`src/rtl/gdft_pkg.sv`:
```
package gdft_pkg;

  localparam int MAX_VERTICES = 16;
  localparam int SLOT_W       = $clog2(MAX_VERTICES);
  localparam int CNT_W        = $clog2(MAX_VERTICES + 1);
  localparam int VALUE_W      = 32;

  typedef enum logic [1:0] {
    REQ_ADD_VERTEX = 2'd0,
    REQ_ADD_ARC    = 2'd1,
    REQ_TRAVERSE   = 2'd2,
    REQ_NONE       = 2'd3
  } req_t;

  typedef enum logic [1:0] {
    ST_OK        = 2'd0,
    ST_FULL      = 2'd1,
    ST_NOT_FOUND = 2'd2,
    ST_EMPTY     = 2'd3
  } status_t;

  typedef enum logic [2:0] {
    S_IDLE,
    S_RESP,
    S_ARC_SCAN,
    S_POP,
    S_SCAN
  } state_t;

endpackage

```
`src/rtl/graph_depth_first_traversal_core.sv`:
```
// channel  direction  handshake           payload
// in       input      in_valid/in_stall   req_type, vertex_value, arc_to_value
// out      output     out_valid/out_stall status, visited_value, visited_slot, last_of_run
//
// Add vertex and unknown requests go straight to the response; add arc scans the
// vertex table, one table compare per cycle. Traverse with N vertices: a pop per vertex,
// an adjacency scan over all N slots after each pop but the last, and a restart from
// the highest unseen slot whenever the stack runs dry.
// rst (synchronous) empties the vertex table and clears the adjacency matrix.
// out_stall holds the sequencer at every word; a word may wait while the next item is taken.
module graph_depth_first_traversal_core
  import gdft_pkg::*;
(
  input  logic                      clk,
  input  logic                      rst,
  input  logic                      in_valid,
  output logic                      in_stall,
  input  logic [1:0]                req_type,
  input  logic signed [VALUE_W-1:0] vertex_value,
  input  logic signed [VALUE_W-1:0] arc_to_value,
  output logic                      out_valid,
  input  logic                      out_stall,
  output logic [1:0]                status,
  output logic signed [VALUE_W-1:0] visited_value,
  output logic [SLOT_W-1:0]         visited_slot,
  output logic                      last_of_run
);

  state_t state, state_next;

  logic [CNT_W-1:0]          count;
  logic [VALUE_W-1:0]        values [MAX_VERTICES];
  logic [MAX_VERTICES-1:0]   adj    [MAX_VERTICES];
  logic [MAX_VERTICES-1:0]   seen;
  logic [SLOT_W-1:0]         stack  [MAX_VERTICES];
  logic [CNT_W-1:0]          depth;
  logic [CNT_W-1:0]          remaining;

  logic [VALUE_W-1:0]        req_a, req_b;
  logic [CNT_W-1:0]          idx;
  logic                      found_f, found_t;
  logic [SLOT_W-1:0]         f_slot, t_slot;
  logic [SLOT_W-1:0]         jdx;
  logic [SLOT_W-1:0]         cur;
  status_t                   resp_status;

  logic                      accept;
  logic                      can_emit;
  logic [SLOT_W-1:0]         pick;
  logic [CNT_W-1:0]          depth_m1;
  logic [SLOT_W-1:0]         top;
  logic                      scan_hit;
  logic                      scan_end;
  logic                      arc_end;
  logic [VALUE_W-1:0]        scan_value;
  logic                      emit_resp, emit_visit, push_pick, push_scan;

  assign in_stall = (state != S_IDLE);
  assign accept   = in_valid && !in_stall;
  assign can_emit = !out_valid || !out_stall;

  // highest slot not yet seen, used when the stack runs dry
  always_comb begin
    pick = '0;
    for (int i = 0; i < MAX_VERTICES; i++) begin
      if ((CNT_W'(i) < count) && !seen[i]) pick = SLOT_W'(i);
    end
  end

  assign depth_m1   = depth - CNT_W'(1);
  assign top        = stack[depth_m1[SLOT_W-1:0]];
  assign scan_hit   = adj[cur][jdx] && !seen[jdx];
  assign scan_end   = (CNT_W'(jdx) == (count - CNT_W'(1)));
  assign arc_end    = (idx == count);
  assign scan_value = values[idx[SLOT_W-1:0]];

  always_comb begin
    state_next = state;
    case (state)
      S_IDLE: begin
        if (accept) begin
          case (req_type)
            REQ_ADD_ARC:  state_next = S_ARC_SCAN;
            REQ_TRAVERSE: state_next = (count == '0) ? S_RESP : S_POP;
            default:      state_next = S_RESP;
          endcase
        end
      end
      S_RESP:     if (can_emit) state_next = S_IDLE;
      S_ARC_SCAN: if (arc_end) state_next = S_RESP;
      S_POP: begin
        if ((depth != '0) && can_emit)
          state_next = (remaining == CNT_W'(1)) ? S_IDLE : S_SCAN;
      end
      S_SCAN:     if (scan_end) state_next = S_POP;
      default:    state_next = S_IDLE;
    endcase
  end

  always_comb begin
    emit_resp  = (state == S_RESP) && can_emit;
    emit_visit = (state == S_POP) && (depth != '0) && can_emit;
    push_pick  = (state == S_POP) && (depth == '0);
    push_scan  = (state == S_SCAN) && scan_hit;
  end

  // control state
  always_ff @(posedge clk) begin
    if (rst) begin
      state     <= S_IDLE;
      out_valid <= 1'b0;
      count     <= '0;
      depth     <= '0;
      remaining <= '0;
      seen      <= '0;
      for (int i = 0; i < MAX_VERTICES; i++) adj[i] <= '0;
    end else begin
      state <= state_next;

      if (emit_resp || emit_visit) out_valid <= 1'b1;
      else if (!out_stall)         out_valid <= 1'b0;

      if (accept && (req_type == REQ_ADD_VERTEX) && (count < CNT_W'(MAX_VERTICES)))
        count <= count + CNT_W'(1);

      if (accept && (req_type == REQ_TRAVERSE) && (count != '0)) begin
        seen      <= MAX_VERTICES'(1);
        depth     <= CNT_W'(1);
        remaining <= count;
      end

      if (state == S_ARC_SCAN && arc_end && found_f && found_t)
        adj[f_slot][t_slot] <= 1'b1;

      if (push_pick) begin
        seen[pick] <= 1'b1;
        depth      <= CNT_W'(1);
      end
      if (emit_visit) begin
        depth     <= depth_m1;
        remaining <= remaining - CNT_W'(1);
      end
      if (push_scan) begin
        seen[jdx] <= 1'b1;
        depth     <= depth + CNT_W'(1);
      end
    end
  end

  // table, stack and payload
  always_ff @(posedge clk) begin
    if (accept) begin
      case (req_type)
        REQ_ADD_VERTEX: begin
          if (count < CNT_W'(MAX_VERTICES)) begin
            values[count[SLOT_W-1:0]] <= vertex_value;
            resp_status               <= ST_OK;
          end else begin
            resp_status <= ST_FULL;
          end
        end
        REQ_ADD_ARC: begin
          req_a   <= vertex_value;
          req_b   <= arc_to_value;
          idx     <= '0;
          found_f <= 1'b0;
          found_t <= 1'b0;
        end
        REQ_TRAVERSE: begin
          resp_status <= ST_EMPTY;
          stack[0]    <= '0;
        end
        default: resp_status <= ST_OK;
      endcase
    end

    if (state == S_ARC_SCAN) begin
      if (!arc_end) begin
        // first match wins for each endpoint
        if (!found_f && (scan_value == req_a)) begin
          found_f <= 1'b1;
          f_slot  <= idx[SLOT_W-1:0];
        end
        if (!found_t && (scan_value == req_b)) begin
          found_t <= 1'b1;
          t_slot  <= idx[SLOT_W-1:0];
        end
        idx <= idx + CNT_W'(1);
      end else begin
        resp_status <= (found_f && found_t) ? ST_OK : ST_NOT_FOUND;
      end
    end

    if (push_pick) stack[0] <= pick;
    if (push_scan) stack[depth[SLOT_W-1:0]] <= jdx;

    if (state == S_SCAN) jdx <= jdx + SLOT_W'(1);

    if (emit_visit) begin
      cur           <= top;
      jdx           <= '0;
      status        <= ST_OK;
      visited_value <= values[top];
      visited_slot  <= top;
      last_of_run   <= (remaining == CNT_W'(1));
    end else if (emit_resp) begin
      status        <= resp_status;
      visited_value <= '0;
      visited_slot  <= '0;
      last_of_run   <= 1'b1;
    end
  end

endmodule
```
`config.mk`:
```
export PLATFORM = sky130hd
export DESIGN_NAME = graph_depth_first_traversal_core
export DESIGN_NICKNAME = d
export VERILOG_FILES = /design/src/rtl/gdft_pkg.sv /design/src/rtl/graph_depth_first_traversal_core.sv
export SDC_FILE = /design/constraint.sdc
export NUM_CORES = 2
export LEC_CHECK = 0
export BUFFER_PORTS_ARGS = -buffer_cell sky130_fd_sc_hd__buf_2
export CAP_MARGIN = 30
export CELL_PAD_IN_SITES_DETAIL_PLACEMENT = 0
export CELL_PAD_IN_SITES_GLOBAL_PLACEMENT = 2
export CORE_ASPECT_RATIO = 0.75
export CORE_MARGIN = 4
export CORE_UTILIZATION = 50
export CTS_BUF_LIST = sky130_fd_sc_hd__clkbuf_8 sky130_fd_sc_hd__clkbuf_16
export DETAILED_ROUTE_END_ITERATION = 8
export PLACE_DENSITY = 0.85
export REMOVE_ABC_BUFFERS = 1
export SLEW_MARGIN = 20
export SYNTH_ARGS = -nofsm -noshare
export SYNTH_HDL_FRONTEND = slang
export SYNTH_SLANG_ARGS = --single-unit
```
`constraint.sdc`:
```
create_clock -name clk -period 8.6 [get_ports clk]
set_input_delay 0.86 -clock clk [delete_from_list [all_inputs] [get_ports clk]]
set_output_delay 0.86 -clock clk [all_outputs]
set_load 0.01 [all_outputs]
```
== After elaboration in Yosys (flattened, before gate mapping) ==
Memories as Yosys holds them, arrays and structs flattened. A register that Yosys moved wholly into a read port is not among the register bits.
Cells that the tools add are included.

* Register bits: 163
* Bits in writable memories: 832
* Bits of input ports: 70
* Word-level logic and storage cells: 245
* Memories: 3

* Add/subtract/negate cells: 7
* Order comparisons: 22
* Equality and inequality tests: 17
* Multiplexer cells: 97
* Bitwise gates (word level): 4
* Reduce and logical (&&, ||, !) cells: 75

{| class="wikitable"
|+ Memories
! name !! depth !! bits a word !! rd ports !! clocked after Yosys merged registers in !! write ports !! RTL line !! RTL
|-
| values || 16 || 32 || 2 || 1 || 1 || graph_depth_first_traversal_core.sv:32 || <nowiki>logic [VALUE_W-1:0] values [MAX_VERTICES];</nowiki>
|-
| adj || 16 || 16 || 1 || 1 || 16 || graph_depth_first_traversal_core.sv:33 || <nowiki>logic [MAX_VERTICES-1:0] adj [MAX_VERTICES];</nowiki>
|-
| stack || 16 || 4 || 1 || 0 || 1 || graph_depth_first_traversal_core.sv:35 || <nowiki>logic [SLOT_W-1:0] stack [MAX_VERTICES];</nowiki>
|}

{| class="wikitable"
|+ Operators by type and width
! cell !! count
|-
| $mux 16 || 8
|-
| $mux 4 || 21
|-
| $eq 32x32->1 || 2
|-
| $mux 32 || 2
|-
| $mux 5 || 10
|-
| $lt 4x5->1 const A || 8
|-
| $mux 1 || 37
|-
| $logic_and 1x1->1 || 36
|-
| $or 16x16->16 || 2
|-
| $logic_not 1->1 || 21
|-
| $lt 3x5->1 const A || 4
|-
| $mux 3 || 6
|-
| $reduce_or 16->1 || 1
|-
| $add 5x1->5 const B || 3
|-
| $lt 4x5->1 const B || 3
|-
| $pmux 3 s5 || 1
|-
| $sub 5x1->5 const B || 3
|-
| $demux 1 s4 || 3
|-
| $ge 4x1->1 const B || 3
|-
| $logic_not 5->1 || 2
|-
| $lt 2x5->1 const A || 2
|-
| $mux 2 || 5
|-
| $ne 2x2->1 const B || 5
|-
| $reduce_bool 5->1 || 2
|-
| 27 further kinds || 32
|}

== Longest topological paths before layout ==
* Depth after elaboration: 26
* Depth in mapped cells: 15
* Mapped depth without buffers: 10

== Worst setup path before layout ==
No wires, ideal clock.

* Path kind: input -> register
* Start point: input in_valid
* End point: memory values[3][0] (enable)
* Data arrival time: 3.902 ns
* Required time: 8.139 ns
* Setup slack: 4.237 ns
* Stages on the path: 5
* Cells stage by stage: and2_0 > nand2_1 > nor2_1 > nand2_1 > nor3_1

* Longest elaborated chain between the ends: 3

{| class="wikitable"
|+ Ends and longest elaborated chain
! what !! RTL line !! RTL
|-
| from (decl) || graph_depth_first_traversal_core.sv:16 || <nowiki>input logic in_valid,</nowiki>
|-
| $logic_and 1x1->1 || graph_depth_first_traversal_core.sv:59 || <nowiki>assign accept = in_valid && !in_stall;</nowiki>
|-
| $mux 1 || graph_depth_first_traversal_core.sv:152 || <nowiki>if (accept) begin</nowiki>
|-
| $mux 1 (implied by the code) || graph_depth_first_traversal_core.sv:156 || <nowiki>values[count[SLOT_W-1:0]] <= vertex_value;</nowiki>
|-
| to (decl) || graph_depth_first_traversal_core.sv:32 ||
|}

Every way passes these cells.

== Worst setup path after layout ==
* Start point: register depth[0]
* End point: register visited_value[9] (data pin)

* Longest elaborated chain between the ends: 4
* Elaborated cells between the ends (all ways): 7
* Classes of those cells: add/sub (1); mux (1); reduce/logical (3); memory (2)

{| class="wikitable"
|+ Ends and longest elaborated chain
! what !! RTL line !! RTL
|-
| from (decl) || graph_depth_first_traversal_core.sv:36 || <nowiki>logic [CNT_W-1:0] depth;</nowiki>
|-
| from (signal assigned) || graph_depth_first_traversal_core.sv:140 || <nowiki>depth <= depth_m1;</nowiki>
|-
| from (signal assigned) || graph_depth_first_traversal_core.sv:145 || <nowiki>depth <= depth + CNT_W'(1);</nowiki>
|-
| $sub 5x1->5 or $reduce_bool 5->1 (tied branches) || graph_depth_first_traversal_core.sv:70, graph_depth_first_traversal_core.sv:102 ||
|-
| $mem_v2 16x4 or $logic_and 1x1->1 (tied branches) || -- ||
|-
| $mem_v2 16x32 or $logic_and 1x1->1 (tied branches) || -- ||
|-
| $mux 32 (*) || graph_depth_first_traversal_core.sv:199 || <nowiki>if (emit_visit) begin</nowiki>
|-
| to (signal assigned) || graph_depth_first_traversal_core.sv:203 || <nowiki>visited_value <= values[top];</nowiki>
|-
| to (decl) || graph_depth_first_traversal_core.sv:24 || <nowiki>output logic signed [VALUE_W-1:0] visited_value,</nowiki>
|}

Every way passes the cells marked *; elsewhere a longest branch is shown, timed or not.
A chain may end at the register's enable or synchronous reset.

==> impl_summary.md <==
Run status
The run finished with clean final reports.

Power and ir drop
The switching fraction of total power is 0.3597. The share of power burned in combinational logic is 0.376. Dividing total power by cell area gives a power density of 320.9 nW/um2.

The clock power share is 0.273. The worst-case vdd ir drop is 416.1 uV. For this design the static power due to leakage is 15.97 nW. The post-layout total power is 0.01585 W. Cell internal power was estimated by the tool at 0.01015 W.

The share of total power dissipated in sequential elements is 0.351. For this design the total switching power over the nets is 0.005702 W.

STA
The final critical-path required period is 5.002 ns. The count of final setup violators is 0. The actual slew at the worst max-slew pin is 0.9679 ns.

The total count of max-transition violations in the final report is 0. The maximum clock skew at final layout is 0.02708 ns. The number of endpoints with negative hold slack in the final report was 0.

Dividing the final minimum period by the clock period gives 0.5817. The remaining max-slew budget at the tightest pin is 0.3488. The maximum clock rate is 199.9 MHz. Setup repair after global routing left no endpoint under its margin. The setup TNS is 0 ns.

GRT
The number of global-route vias before repair is 28130. The total overflow left after global routing is 0. Entering global routing, the biggest net connects 132 pins. The first global-routing pass estimated 180500 um of wire. The met2 demand-to-capacity share in global routing is 0.3938.

The global routing usage on met1 is 0.3637. The number of antenna violations at the first check in global routing is 9. Across every metal layer, demand over resource in global routing totals 0.2537. The busiest layer in global routing is met2.

In the global route stage, met3 resource usage came out at 0.05185.

Place
At the end of routability-driven placement, the weighted congestion stood at 0.8344. Detailed placement ended at an HPWL of 69890 um. The placed cell count is 4132. The number of port buffers is 110.

Worst setup path
Data arrives at the worst endpoint at 5.46 ns. The startpoint kind of the worst setup timing path is a register. The critical path goes through buf_4 > inv_1 > ha_1 > mux4_2 > mux4_4 > buf_12 > nor2b_1 > a211oi_1 > a211oi_1 > a21oi_1 > o22ai_1. Setup slack on the worst reg-to-reg path comes out at 3.60 ns. The launch point of the worst path is depth[0]. The critical path's largest stage delay is 1.03 ns. The start of the worst register-to-register path is depth[0]. The critical path class is reg -> reg. The category of cells accounting for the largest share of critical-path delay is multiplexers. For the worst flop-to-flop path, the logic depth is 11.

Counting stages on the worst path, the most repeated cell is sky130_fd_sc_hd__a211oi_1. Along the worst path, the maximum fanout reaches 131. The category of the worst setup path capture point is a register. The endpoint identified for the worst register-to-register timing path is visited_value[9]. The buffer and inverter count on the worst path is 3.

Data on the critical path is required at its endpoint by 9.06 ns. The critical-path cell with the highest stage delay is sky130_fd_sc_hd__mux4_4.

Layout
The layout overhead on the synthesized area is 10.99%. The area occupied by registers is 26920 um2. In the final layout, the multi-input gates occupy 16460 um2. In the final layout, the share of cells above drive strength 1 is 0.1854. The utilization after layout is 0.5615. The net count of the finished layout is 3172.

The filler cells instantiated in the layout total 6947. Leaving out fill and tap cells, the most frequent cell in the layout is sky130_fd_sc_hd__edfxtp_1. For this run, the number of standard cells in the final layout without fillers is 4317. The top cell types in the final layout, fill and taps aside, are sky130_fd_sc_hd__edfxtp_1, sky130_fd_sc_hd__dfxtp_1, sky130_fd_sc_hd__o2bb2ai_1, sky130_fd_sc_hd__mux2i_1, sky130_fd_sc_hd__mux4_2.

Routing
The detailed-route wire length per cell is 27.97 um. The final routed DRC violation total is 0. Dividing the detail-routed via count by the number of cells gives 6.466. The total wire length after detailed routing is 120700 um. The remaining antenna violation count after routing is 0. The detailed-routing iteration count for the pre-antenna-repair pass is 6. For this block, the initial DRC count from the detailed router was 2858. Summing over every cut layer, the via total after detailed routing is 27910.

CTS
The number of H-tree levels is 3. The post-cts gate resize count is 0. The clock latency reported for the late side of the worst-skew pair is 0.68 ns. The buffer levels on the longest clock path is 3. After clock tree synthesis, the clock-pin slew on the worst setup and hold paths is 0.06 ns.

The count of hold buffers inserted by post-cts repair is 0. The clock sink count is 999. Clock tree synthesis selected as its root buffer the cell sky130_fd_sc_hd__clkbuf_16.

TritonCTS built the clock tree. The post-CTS setup buffer count is 0. The number of clock buffers inserted by TritonCTS is 97.

Min path
The kind of path behind the tightest hold check is in -> reg. The startpoint of the worst hold path is arc_to_value[31]. Counting instances, the worst hold path has a depth of 1. The worst hold path endpoint is req_b[31].

Die
The number of top-level design ports is 111. The initial utilization of the core area, before any placement, comes to 0.5059. The die covers 93900 um2. The core region is 87970 um2. The cell row count is 94. The horizontal die dimension is 352.5 um. The vertical die dimension is 266.4 um.

Synthesis
The synthesized flop and latch total is 999. Counting flops with a built-in enable in the synthesized netlist gives 689. After synthesis, the mean cell area works out to 14.55 um2. The post-synthesis xor/xnor area fraction is 0.01614. The compound-cell area share of the yosys netlist was 0.1259. The distinct cell type count of the synthesized netlist is 74. The most frequently used flop master after synthesis is sky130_fd_sc_hd__edfxtp_1. The share of cell area taken by muxes after synthesis is 0.1647. Of the total synthesized cell area, the portion taken by AND, OR, NAND and NOR gates is 0.05493. After synthesis the cells add up to 44510 um2. Counting flops with an async set or reset pin after synthesis yields a share of 0. The count of warnings emitted by yosys is 0.

The register area share after synthesis is 0.6043. The post-synthesis instance total is 3059. The combinational family with the most area after synthesis is multiplexers. The adder-cell area share of the yosys netlist is 0.005060.

Job
The tool flagged a number of max-cap violations equal to 0.
==> cell families (layout without fill, tap and decap cells) <==
group           count (synthesis)  count (layout)
flops                         999             999
compound gates                770             770
mux                           462             462
simple gates                  453             453
buf+inv                       275             377
xor+xnor                       82              82
fa+ha+maj                      18              18
other cells                     0               4
==> cell type report <==
class,instances,share of cell area
Tap cell,1152,0.02918
Inverter,20,0.001646
Multi-Input combinational cell,1785,0.3331
Clock buffer,103,0.05126
Clock inverter,73,0.01413
Sequential cell,999,0.5449
Timing Repair Buffer,181,0.02561
Antenna cell,4,0.0002026
==> sequential cells by signal, indices dropped and copies added, names as in the netlist, 5 cells and up, named ones only <==
name           cells
visited_value     32
seen              16
depth              5
req_a             32
req_b             32
count              5
remaining          5
stack             64
values           512
idx                5
adj              256
==> Yosys cell counts (44+ instances only) <==
cell type,number,share of area
sky130_fd_sc_hd__a211oi_1,205,0.035
sky130_fd_sc_hd__mux2i_1,244,0.055
sky130_fd_sc_hd__o2bb2ai_1,256,0.050
sky130_fd_sc_hd__mux4_2,216,0.11
sky130_fd_sc_hd__buf_2,71,0.0080
sky130_fd_sc_hd__nor2b_1,146,0.021
sky130_fd_sc_hd__clkbuf_1,147,0.012
sky130_fd_sc_hd__dfxtp_1,310,0.14
sky130_fd_sc_hd__edfxtp_1,689,0.46
sky130_fd_sc_hd__nand2_1,79,0.0067
sky130_fd_sc_hd__xor2_1,44,0.0087
sky130_fd_sc_hd__a21oi_1,169,0.019
sky130_fd_sc_hd__nor2_1,72,0.0061
==> power groups by stage <==
stage	combinational [W]	clock, W	sequential, W
floorplan	0.00457	0	0.00583
global placement	0.00577	0	0.00569
detailed placement	0.00589	0	0.00566
CTS	0.00592	0.00441	0.00556
global route	0.00647	0.00460	0.00558
finish	0.00596	0.00433	0.00556
==> through the flow <==
stage	hold WS, ns	setup slack [ns]	area (um2)
floorplan	0.4165	0.6075	43290
global placement	0.4301	3.335	45900
detailed placement	0.4305	3.526	46070
CTS	0.3142	3.527	49300
global route	0.3144	3.077	49390
finish	0.3602	3.598	49400
==> metal layers <==
layer	share of wire	vias up
li1	-	12310
met1	0.44	14230
met2	0.46	1125
met3	0.077	241
met4	0.032	4
met5	0.00017	-
==> worst max path at each step <==
stage / endpoint / slack [ns] / cells after the start
after global routing: t_slot[3] / 3.08 / 9
final: visited_value[9] / 3.60 / 11
after detailed placement: t_slot[3] / 3.53 / 9
after global placement: t_slot[2] / 3.33 / 9
after floorplan: visited_value[0] / 0.61 / 8
after CTS: t_slot[3] / 3.53 / 9
(Power assumes the default switching activity.)
